**src/hdl/msm_pkg.sv**
```systemverilog
// Package for the shared-memory multiple-stack core.
// Defaults, field widths, opcode and status codes; no dependencies.
package msm_pkg;

    localparam int MEMORY_DEPTH_DEF = 16;
    localparam int STACKS_MAX_DEF   = 8;
    localparam int DATA_WIDTH_DEF   = 32;

    localparam int COUNT_RESET = 3;
    localparam int CFG_W       = 4;
    localparam int OPCODE_W    = 2;
    localparam int INDEX_W     = 3;
    localparam int ITEM_W      = 32;
    localparam int STATUS_W    = 2;
    localparam int S_TDATA_W   = 40;
    localparam int M_TDATA_W   = 32;

    localparam logic [OPCODE_W-1:0] OP_PUSH = 2'd0;
    localparam logic [OPCODE_W-1:0] OP_POP  = 2'd1;
    localparam logic [OPCODE_W-1:0] OP_LIST = 2'd2;
    localparam logic [OPCODE_W-1:0] OP_NONE = 2'd3;

    localparam logic [STATUS_W-1:0] ST_OK    = 2'd0;
    localparam logic [STATUS_W-1:0] ST_FULL  = 2'd1;
    localparam logic [STATUS_W-1:0] ST_EMPTY = 2'd2;
    localparam logic [STATUS_W-1:0] ST_BAD   = 2'd3;

endpackage

```
**src/hdl/msm_ram.sv**
```systemverilog
// Generic simple dual-port RAM: one write port, one registered read port.
// No dependencies.
module msm_ram #(
    parameter int WIDTH = 32,
    parameter int DEPTH = 16
) (
    input  logic                     aclk,
    input  logic                     we,
    input  logic [$clog2(DEPTH)-1:0] wr_addr,
    input  logic [WIDTH-1:0]         wr_data,
    input  logic [$clog2(DEPTH)-1:0] rd_addr,
    output logic [WIDTH-1:0]         rd_data
);

    logic [WIDTH-1:0] mem [DEPTH];

    always_ff @(posedge aclk) begin
        if (we) begin
            mem[wr_addr] <= wr_data;
        end
        rd_data <= mem[rd_addr];
    end

endmodule

```
**src/hdl/msm_div.sv**
```systemverilog
// Iterative restoring divider, one quotient bit per cycle.
// Computes the partition size; no dependencies.
module msm_div #(
    parameter int NUM_W = 5,
    parameter int DEN_W = 4
) (
    input  logic             aclk,
    input  logic             aresetn,
    input  logic             start,
    input  logic [NUM_W-1:0] num,
    input  logic [DEN_W-1:0] den,
    output logic             busy,
    output logic [NUM_W-1:0] quo
);

    localparam int CNT_W = $clog2(NUM_W + 1);

    logic [DEN_W-1:0] rem_reg, rem_next;
    logic [NUM_W-1:0] quo_reg, quo_next;
    logic [CNT_W-1:0] cnt_reg, cnt_next;
    logic             run_reg, run_next;
    logic [DEN_W:0]   trial;
    logic             fits;

    always_comb begin
        trial    = {rem_reg, quo_reg[NUM_W-1]};
        fits     = trial >= {1'b0, den};
        rem_next = rem_reg;
        quo_next = quo_reg;
        cnt_next = cnt_reg;
        run_next = run_reg;
        if (start) begin
            rem_next = '0;
            quo_next = num;
            cnt_next = CNT_W'(NUM_W);
            run_next = 1'b1;
        end else if (run_reg) begin
            rem_next = fits ? DEN_W'(trial - {1'b0, den}) : trial[DEN_W-1:0];
            quo_next = {quo_reg[NUM_W-2:0], fits};
            cnt_next = cnt_reg - 1'b1;
            run_next = cnt_reg != CNT_W'(1);
        end
    end

    always_ff @(posedge aclk) begin
        if (!aresetn) begin
            run_reg <= 1'b0;
            cnt_reg <= '0;
        end else begin
            run_reg <= run_next;
            cnt_reg <= cnt_next;
        end
        rem_reg <= rem_next;
        quo_reg <= quo_next;
    end

    assign busy = run_reg;
    assign quo  = quo_reg;

endmodule

```
**src/hdl/multiple_stacks_shared_memory_core.sv**
```systemverilog
// Top level of the shared-memory multiple-stack core.
// Depends on msm_pkg, msm_ram and msm_div.
//
// Up to STACKS_MAX stacks share one element RAM of MEMORY_DEPTH entries, split
// into equal partitions of MEMORY_DEPTH/stack_count (the last stack takes the
// remainder). One item is handled at a time; s_tready is low while an item is
// in work. Push, a full or empty report and a bad stack index pass through
// S_ADDR and S_EXEC; pop adds the registered RAM read (S_RDW, S_RD), and a
// list repeats S_RDW and S_RD for each element. S_EXEC and S_RD wait while an
// earlier result is still unaccepted. Results are held in an output register,
// so the next item is taken while the last result waits. A stack_count write
// empties all stacks and runs the bit-serial partition divider, which blocks
// both channels until it is done; the same happens once after reset.
module multiple_stacks_shared_memory_core #(
    parameter int MEMORY_DEPTH = msm_pkg::MEMORY_DEPTH_DEF,
    parameter int STACKS_MAX   = msm_pkg::STACKS_MAX_DEF,
    parameter int DATA_WIDTH   = msm_pkg::DATA_WIDTH_DEF
) (
    input  logic                           aclk,
    input  logic                           aresetn,
    input  logic                           cfg_valid,
    output logic                           cfg_ready,
    input  logic [msm_pkg::CFG_W-1:0]      cfg_data,   // stack_count
    input  logic                           s_tvalid,
    output logic                           s_tready,
    input  logic [msm_pkg::S_TDATA_W-1:0]  s_tdata,    // stack_index[2:0], item_data[34:3]
    input  logic [msm_pkg::OPCODE_W-1:0]   s_tuser,    // opcode[1:0]
    output logic                           m_tvalid,
    input  logic                           m_tready,
    output logic [msm_pkg::M_TDATA_W-1:0]  m_tdata,    // out_data[31:0]
    output logic [msm_pkg::STATUS_W-1:0]   m_tuser,    // status[1:0]
    output logic                           m_tlast
);
    import msm_pkg::*;

    localparam int AW = $clog2(MEMORY_DEPTH);
    localparam int PW = $clog2(MEMORY_DEPTH + 1);
    localparam int CW = $clog2(STACKS_MAX + 1);
    localparam int IW = (STACKS_MAX > 1) ? $clog2(STACKS_MAX) : 1;
    localparam int SW = (DATA_WIDTH < ITEM_W) ? DATA_WIDTH : ITEM_W;
    localparam int N_RESET = (COUNT_RESET > STACKS_MAX) ? STACKS_MAX : COUNT_RESET;

    typedef enum logic [2:0] {
        S_INIT, S_DIV, S_IDLE, S_ADDR, S_EXEC, S_RDW, S_RD
    } state_t;

    state_t                state_reg, state_next;
    logic [CW-1:0]         n_reg, n_next;
    logic [PW-1:0]         part_reg, part_next;
    logic [PW-1:0]         cnt_reg [STACKS_MAX];
    logic [PW-1:0]         cnt_next [STACKS_MAX];
    logic [OPCODE_W-1:0]   op_reg, op_next;
    logic [INDEX_W-1:0]    idx_reg, idx_next;
    logic [SW-1:0]         data_reg, data_next;
    logic [PW-1:0]         lo_reg, lo_next;
    logic [PW-1:0]         hi_reg, hi_next;
    logic [PW-1:0]         top_reg, top_next;
    logic                  bad_reg, bad_next;
    logic [AW-1:0]         addr_reg, addr_next;
    logic                  mv_reg, mv_next;
    logic [SW-1:0]         md_reg, md_next;
    logic [STATUS_W-1:0]   ms_reg, ms_next;
    logic                  ml_reg, ml_next;

    logic                  div_start, div_busy;
    logic [PW-1:0]         div_quo;
    logic                  ram_we;
    logic [SW-1:0]         ram_q;
    logic [PW+INDEX_W-1:0] prod;
    logic [IW-1:0]         sel;
    logic                  out_free, is_last_stack, list_end;
    logic [CW-1:0]         n_clamp;

    msm_div #(.NUM_W(PW), .DEN_W(CW)) u_div (
        .aclk    (aclk),
        .aresetn (aresetn),
        .start   (div_start),
        .num     (PW'(MEMORY_DEPTH)),
        .den     (n_reg),
        .busy    (div_busy),
        .quo     (div_quo)
    );

    msm_ram #(.WIDTH(SW), .DEPTH(MEMORY_DEPTH)) u_ram (
        .aclk    (aclk),
        .we      (ram_we),
        .wr_addr (top_reg[AW-1:0]),
        .wr_data (data_reg),
        .rd_addr (addr_reg),
        .rd_data (ram_q)
    );

    assign cfg_ready = state_reg == S_IDLE;
    assign s_tready  = (state_reg == S_IDLE) && !cfg_valid;
    assign out_free  = !mv_reg || m_tready;
    assign sel       = IW'(idx_reg);
    assign prod      = part_reg * idx_reg;
    assign is_last_stack = 32'(idx_reg) == 32'(n_reg) - 1;
    assign list_end  = (op_reg == OP_POP) || (PW'(addr_reg) == lo_reg);

    always_comb begin
        if (cfg_data == '0) begin
            n_clamp = CW'(1);
        end else if (32'(cfg_data) > STACKS_MAX) begin
            n_clamp = CW'(STACKS_MAX);
        end else begin
            n_clamp = CW'(cfg_data);
        end
    end

    always_comb begin
        state_next = state_reg;
        n_next     = n_reg;
        part_next  = part_reg;
        cnt_next   = cnt_reg;
        op_next    = op_reg;
        idx_next   = idx_reg;
        data_next  = data_reg;
        lo_next    = lo_reg;
        hi_next    = hi_reg;
        top_next   = top_reg;
        bad_next   = bad_reg;
        addr_next  = addr_reg;
        mv_next    = mv_reg && !m_tready;
        md_next    = md_reg;
        ms_next    = ms_reg;
        ml_next    = ml_reg;
        div_start  = 1'b0;
        ram_we     = 1'b0;

        unique case (state_reg)
            S_INIT: begin
                div_start  = 1'b1;
                state_next = S_DIV;
            end
            S_DIV: begin
                if (!div_busy) begin
                    part_next  = div_quo;
                    state_next = S_IDLE;
                end
            end
            S_IDLE: begin
                if (cfg_valid) begin
                    n_next = n_clamp;
                    for (int j = 0; j < STACKS_MAX; j++) begin
                        cnt_next[j] = '0;
                    end
                    state_next = S_INIT;
                end else if (s_tvalid && s_tuser != OP_NONE) begin
                    op_next    = s_tuser;
                    idx_next   = s_tdata[INDEX_W-1:0];
                    data_next  = s_tdata[INDEX_W +: SW];
                    state_next = S_ADDR;
                end
            end
            S_ADDR: begin
                bad_next   = 32'(idx_reg) >= 32'(n_reg);
                lo_next    = prod[PW-1:0];
                top_next   = prod[PW-1:0] + cnt_reg[sel];
                hi_next    = is_last_stack ? PW'(MEMORY_DEPTH) : prod[PW-1:0] + part_reg;
                state_next = S_EXEC;
            end
            S_EXEC: begin
                if (out_free) begin
                    mv_next = 1'b1;
                    md_next = '0;
                    ml_next = 1'b1;
                    ms_next = ST_OK;
                    state_next = S_IDLE;
                    if (bad_reg) begin
                        ms_next = ST_BAD;
                    end else if (op_reg == OP_PUSH) begin
                        if (top_reg >= hi_reg) begin
                            ms_next = ST_FULL;
                        end else begin
                            ram_we        = 1'b1;
                            cnt_next[sel] = cnt_reg[sel] + 1'b1;
                        end
                    end else if (top_reg == lo_reg) begin
                        ms_next = ST_EMPTY;
                    end else begin
                        mv_next   = 1'b0;
                        addr_next = AW'(top_reg - 1'b1);
                        if (op_reg == OP_POP) begin
                            cnt_next[sel] = cnt_reg[sel] - 1'b1;
                        end
                        state_next = S_RDW;
                    end
                end
            end
            S_RDW: begin
                state_next = S_RD;
            end
            S_RD: begin
                if (out_free) begin
                    mv_next = 1'b1;
                    md_next = ram_q;
                    ms_next = ST_OK;
                    ml_next = list_end;
                    if (list_end) begin
                        state_next = S_IDLE;
                    end else begin
                        addr_next  = addr_reg - 1'b1;
                        state_next = S_RDW;
                    end
                end
            end
            default: state_next = S_INIT;
        endcase
    end

    always_ff @(posedge aclk) begin
        if (!aresetn) begin
            state_reg <= S_INIT;
            n_reg     <= CW'(N_RESET);
            mv_reg    <= 1'b0;
            for (int j = 0; j < STACKS_MAX; j++) begin
                cnt_reg[j] <= '0;
            end
        end else begin
            state_reg <= state_next;
            n_reg     <= n_next;
            mv_reg    <= mv_next;
            cnt_reg   <= cnt_next;
        end
        part_reg <= part_next;
        op_reg   <= op_next;
        idx_reg  <= idx_next;
        data_reg <= data_next;
        lo_reg   <= lo_next;
        hi_reg   <= hi_next;
        top_reg  <= top_next;
        bad_reg  <= bad_next;
        addr_reg <= addr_next;
        md_reg   <= md_next;
        ms_reg   <= ms_next;
        ml_reg   <= ml_next;
    end

    assign m_tvalid = mv_reg;
    assign m_tdata  = M_TDATA_W'(md_reg);
    assign m_tuser  = ms_reg;
    assign m_tlast  = ml_reg;

`ifndef SYNTHESIS
    a_one_item: assert property (@(posedge aclk) disable iff (!aresetn)
        s_tvalid && s_tready && s_tuser != OP_NONE |=> !s_tready)
        else $error("new item taken while one is in work");

    a_cfg_blocks: assert property (@(posedge aclk) disable iff (!aresetn)
        cfg_valid && cfg_ready |=> !s_tready && !cfg_ready)
        else $error("channels open during partition recompute");

    a_err_zero: assert property (@(posedge aclk) disable iff (!aresetn)
        m_tvalid && m_tuser != ST_OK |-> m_tdata == '0 && m_tlast)
        else $error("error result carries data or is not last");

    a_out_hold: assert property (@(posedge aclk) disable iff (!aresetn)
        m_tvalid && !m_tready |=> m_tvalid && $stable({m_tdata, m_tuser, m_tlast}))
        else $error("result changed while stalled");
`endif

endmodule

```
**config.mk**
```make
export PLATFORM = sky130hd
export DESIGN_NAME = multiple_stacks_shared_memory_core
export DESIGN_NICKNAME = d
export VERILOG_FILES = /design/src/hdl/msm_pkg.sv /design/src/hdl/msm_ram.sv /design/src/hdl/msm_div.sv /design/src/hdl/multiple_stacks_shared_memory_core.sv
export SDC_FILE = /design/constraint.sdc
export NUM_CORES = 1
export LEC_CHECK = 0
export BUFFER_PORTS_ARGS = -buffer_cell sky130_fd_sc_hd__buf_4
export CAP_MARGIN = 20
export CORE_MARGIN = 2
export CORE_UTILIZATION = 62
export DETAILED_ROUTE_END_ITERATION = 10
export PLACE_DENSITY = 0.8
export RECOVER_POWER = 100
export SETUP_SLACK_MARGIN = 0.1
export SYNTH_ARGS = -nofsm -noshare
export SYNTH_HDL_FRONTEND = slang
export SYNTH_SLANG_ARGS = --single-unit
```
**constraint.sdc**
```tcl
create_clock -name aclk -period 5.95 [get_ports aclk]
set_input_delay 0.595 -clock aclk [delete_from_list [all_inputs] [get_ports aclk]]
set_output_delay 0.595 -clock aclk [all_outputs]
set_load 0.005 [all_outputs]
```
==> results.toml <==
[clock_network]
cts_root_buf = "clkbuf_16"
clkTransAtPathRegs_ps = 60
clock_sink_count = 702
cts_setup_buffers = 0
ctsHoldBuffers = 0
htree_levels = 3
cts-resized-gates = 0
clk_latency_ps = 610
clk_path_buf_depth = 3
cts_tree = "yes"
numCtsBuffers = 70

[layout]
finalInstanceArea_um2 = 30700
final_nets = 1570
largest_register_ff_count = 512
final_cells = 2128
areaGrowthSynthToFinish_pct = 13.0
drive_above_1_share_pct = 24.8

[placed_design]
placed_cell_area_um2 = 28600
gp_congestion = 0.789
dp_cells = 1999
place_ws_ps = 1780
place_hpwl_mm = 31.2
portBuffers = 83

[sta]
setup_viol = 0
worst_pin_slew_ps = 3600
max_freq_mhz = 199
worst_slew_margin_rel_pct = -140
fin_hold_ws_ps = 192
final_max_slew_viol_count = 355
finalHoldViolCount = 0
post-route-min-period_ps = 5010
setup-tns-final_ps = 0
rsz0062_at_grt = "no"
period_share_pct = 84.3
setup_ws_ps = 935
fin_skew_ps = 20.0

[worst_setup_path]
r2r_end = "u_ram.mem[7][25]"
cp-end-kind = "register"
critPathArrivalTime_ps = 5210
reg2reg_slack_ps = 940
r2r-start = "state_reg[1]"
path_class = "register to register"
cp_max_fo = 46
rr_worst_depth = 5
crit_required_ps = 6140
worst_setup_path_start_kind = "register"

[route]
antenna_left = 0
drc = 0
vias_per_cell = 6.42
wl_per_cell_um = 28.1
drt_pass1_iterations = 5
num_vias = 13700
drt_iter0_drc = 1299
totalWireLength_mm = 59.9

[grt]
grt_max_degree = 103
antenna_found_initial = 1
track_usage_pct = 27.4
grt_pass1_vias = 14200
grt_pass1_wl_mm = 89.0
overflow = 0

[synthesis]
synth_cell_types = 64
synth_nets = 1455
yosysMostFrequentCell = "edfxtp_1"
yosys_warnings = 0
synthCells = 1371
synth_commonest_cells = "edfxtp_1 (609), mux4_2 (161), dfxtp_1 (93)"
avgSynthCellArea_um2 = 19.8
netlist_area_um2 = 27200
synth_top_area_share_pct = 67.2
yosys_most_used_dff = "edfxtp_1"
yosys-top-cells-area = "edfxtp_1 (67%), mux4_2 (13%), dfxtp_1 (6.8%)"
ys_seq_elements = 702
synth_edf_count = 609
async_flop_share_pct = 0
ys_seq_area_share_pct = 74.0
yosysTopAreaCell = "edfxtp_1"

[hold_path]
min_delay_path_depth = 1
hold_class = "input pin to register"
min_to = "data_reg[9]"
min_from = "s_tdata[12]"

[pwr]
p_clk_share_pct = 40.7
power.density_nw_per_um2 = 352
p_leak_nw = 10.3
combPwrFrac_pct = 7.3
peakVddDrop_v = 0.000279
seq_power_share_pct = 52.0
cell_internal_pwr_mw = 8.38
p_sw_share_pct = 22.6
switchingPower_mw = 2.44

[outcome]
violations = "capacitance limit, slew limit"
outcome = "finished, violations left"

[floorplan]
core_area_um2 = 43200
dieArea_um2 = 45600
die_w_um = 213
initial_utilization_pct = 63.0
die_y_um = 213
rows = 76
ios = 89

[run]
cap_violations = 13
-- how the worst max path moves through the flow --
stage,start,to,slack [ps],depth (start not counted)
final,state_reg[1],u_ram.mem[7][25],940,5
after global placement,top_reg[0],u_ram.mem[2][21],1880,9
after global routing,state_reg[1],u_ram.mem[2][17],740,5
after floorplan,top_reg[0],u_ram.mem[0][0],1280,9
after CTS,top_reg[0],u_ram.mem[2][17],1730,9
after detailed placement,top_reg[0],u_ram.mem[2][21],1780,9
-- critical path, cell delays in order, from the launching register on --
cell and delay (ps):
dfxtp_1 1030, or4_1 820, nor3_1 440, nand3b_1 440
nor2_4 710, clkbuf_1 1150
-- layer usage --
| metal | share of wire [%] | routed length (µm) | GRT usage, % | up-vias |
|---|---|---|---|---|
| met5 | 0 | 0 | 0 | - |
| met1 | 38 | 22800 | 37.1 | 7030 |
| met3 | 7.9 | 4730 | 5.43 | 121 |
| met4 | 3.1 | 1850 | 10.5 | 0 |
| met2 | 51 | 30500 | 44.9 | 721 |
| li1 | - | - | - | 5794 |
-- kinds of logic (layout without fill, tap and decap cells) --
group                    after synthesis  after routing  synth area share [%]
XOR/XNOR                              30             30                 0.966
other                                  0              1                     0
AO/OA/AOI/OAI                        126            126                  3.49
buffers and inverters                100            271                  1.54
flip-flops                           702            702                  74.0
multiplexers                         186            186                  14.6
AND/OR/NAND/NOR                      194            194                  3.65
adder cells (fa/ha/maj)               33             33                  1.68
-- placed cells by master, fill, tap and decap left out, types with 5 or more instances in the layout --
master     synthesis  layout
a21o_1             9       9
a21oi_1           16      16
a22o_1            26      26
and2_0             0       6
and2_1            13       7
and3_1            35      35
buf_4              0      24
bufinv_16          0       6
clkbuf_1          40      37
clkbuf_16          0      70
clkbuf_2           1       6
clkbuf_4           0      60
clkbuf_8           0       8
clkinv_1           0       7
clkinv_2           0      12
dfxtp_1           93      93
edfxtp_1         609     609
fa_1               6       6
ha_1              27      27
inv_1             30      31
inv_6              0       5
mux2i_1           15      15
mux4_1             5       5
mux4_2           161     161
nand2_1           47      47
nand2b_1           8       8
nand3_1           11      11
nand3b_1           5       5
nor2_1            42      30
nor2_2             0       6
nor2_4             0       6
nor2b_1            6       5
nor3_1            12      11
o21ai_0           14      23
o2bb2ai_1         17      17
xnor2_1           20      20
xor2_1            10      10
-- through the flow --
stage               power, mW  util, %
global placement         6.49     66.3
floorplan                6.27        -
finish                   10.8     71.2
global route             11.2     71.2
detailed placement       6.53     66.3
CTS                      10.9     71.6
-- power by group through the flow --
stage	clock [mW]	combinational [mW]	sequential, mW
after detailed placement	0	0.798	5.73
after CTS	4.47	0.813	5.63
after global routing	4.64	0.876	5.64
after global placement	0	0.770	5.72
final	4.41	0.793	5.63
after floorplan	0	0.638	5.63
-- final cells by class --
| cell class | count | area [µm²] |
|---|---|---|
| Sequential cell | 702 | 20100 |
| Fill cell | 2569 | 12400 |
| Multi-Input combinational cell | 569 | 6690 |
| Clock buffer | 94 | 1920 |
| Timing Repair Buffer | 112 | 759 |
| Tap cell | 585 | 732 |
| Clock inverter | 34 | 374 |
| Inverter | 31 | 116 |
| Antenna cell | 1 | 2.50 |
(Power assumes the default switching activity.)
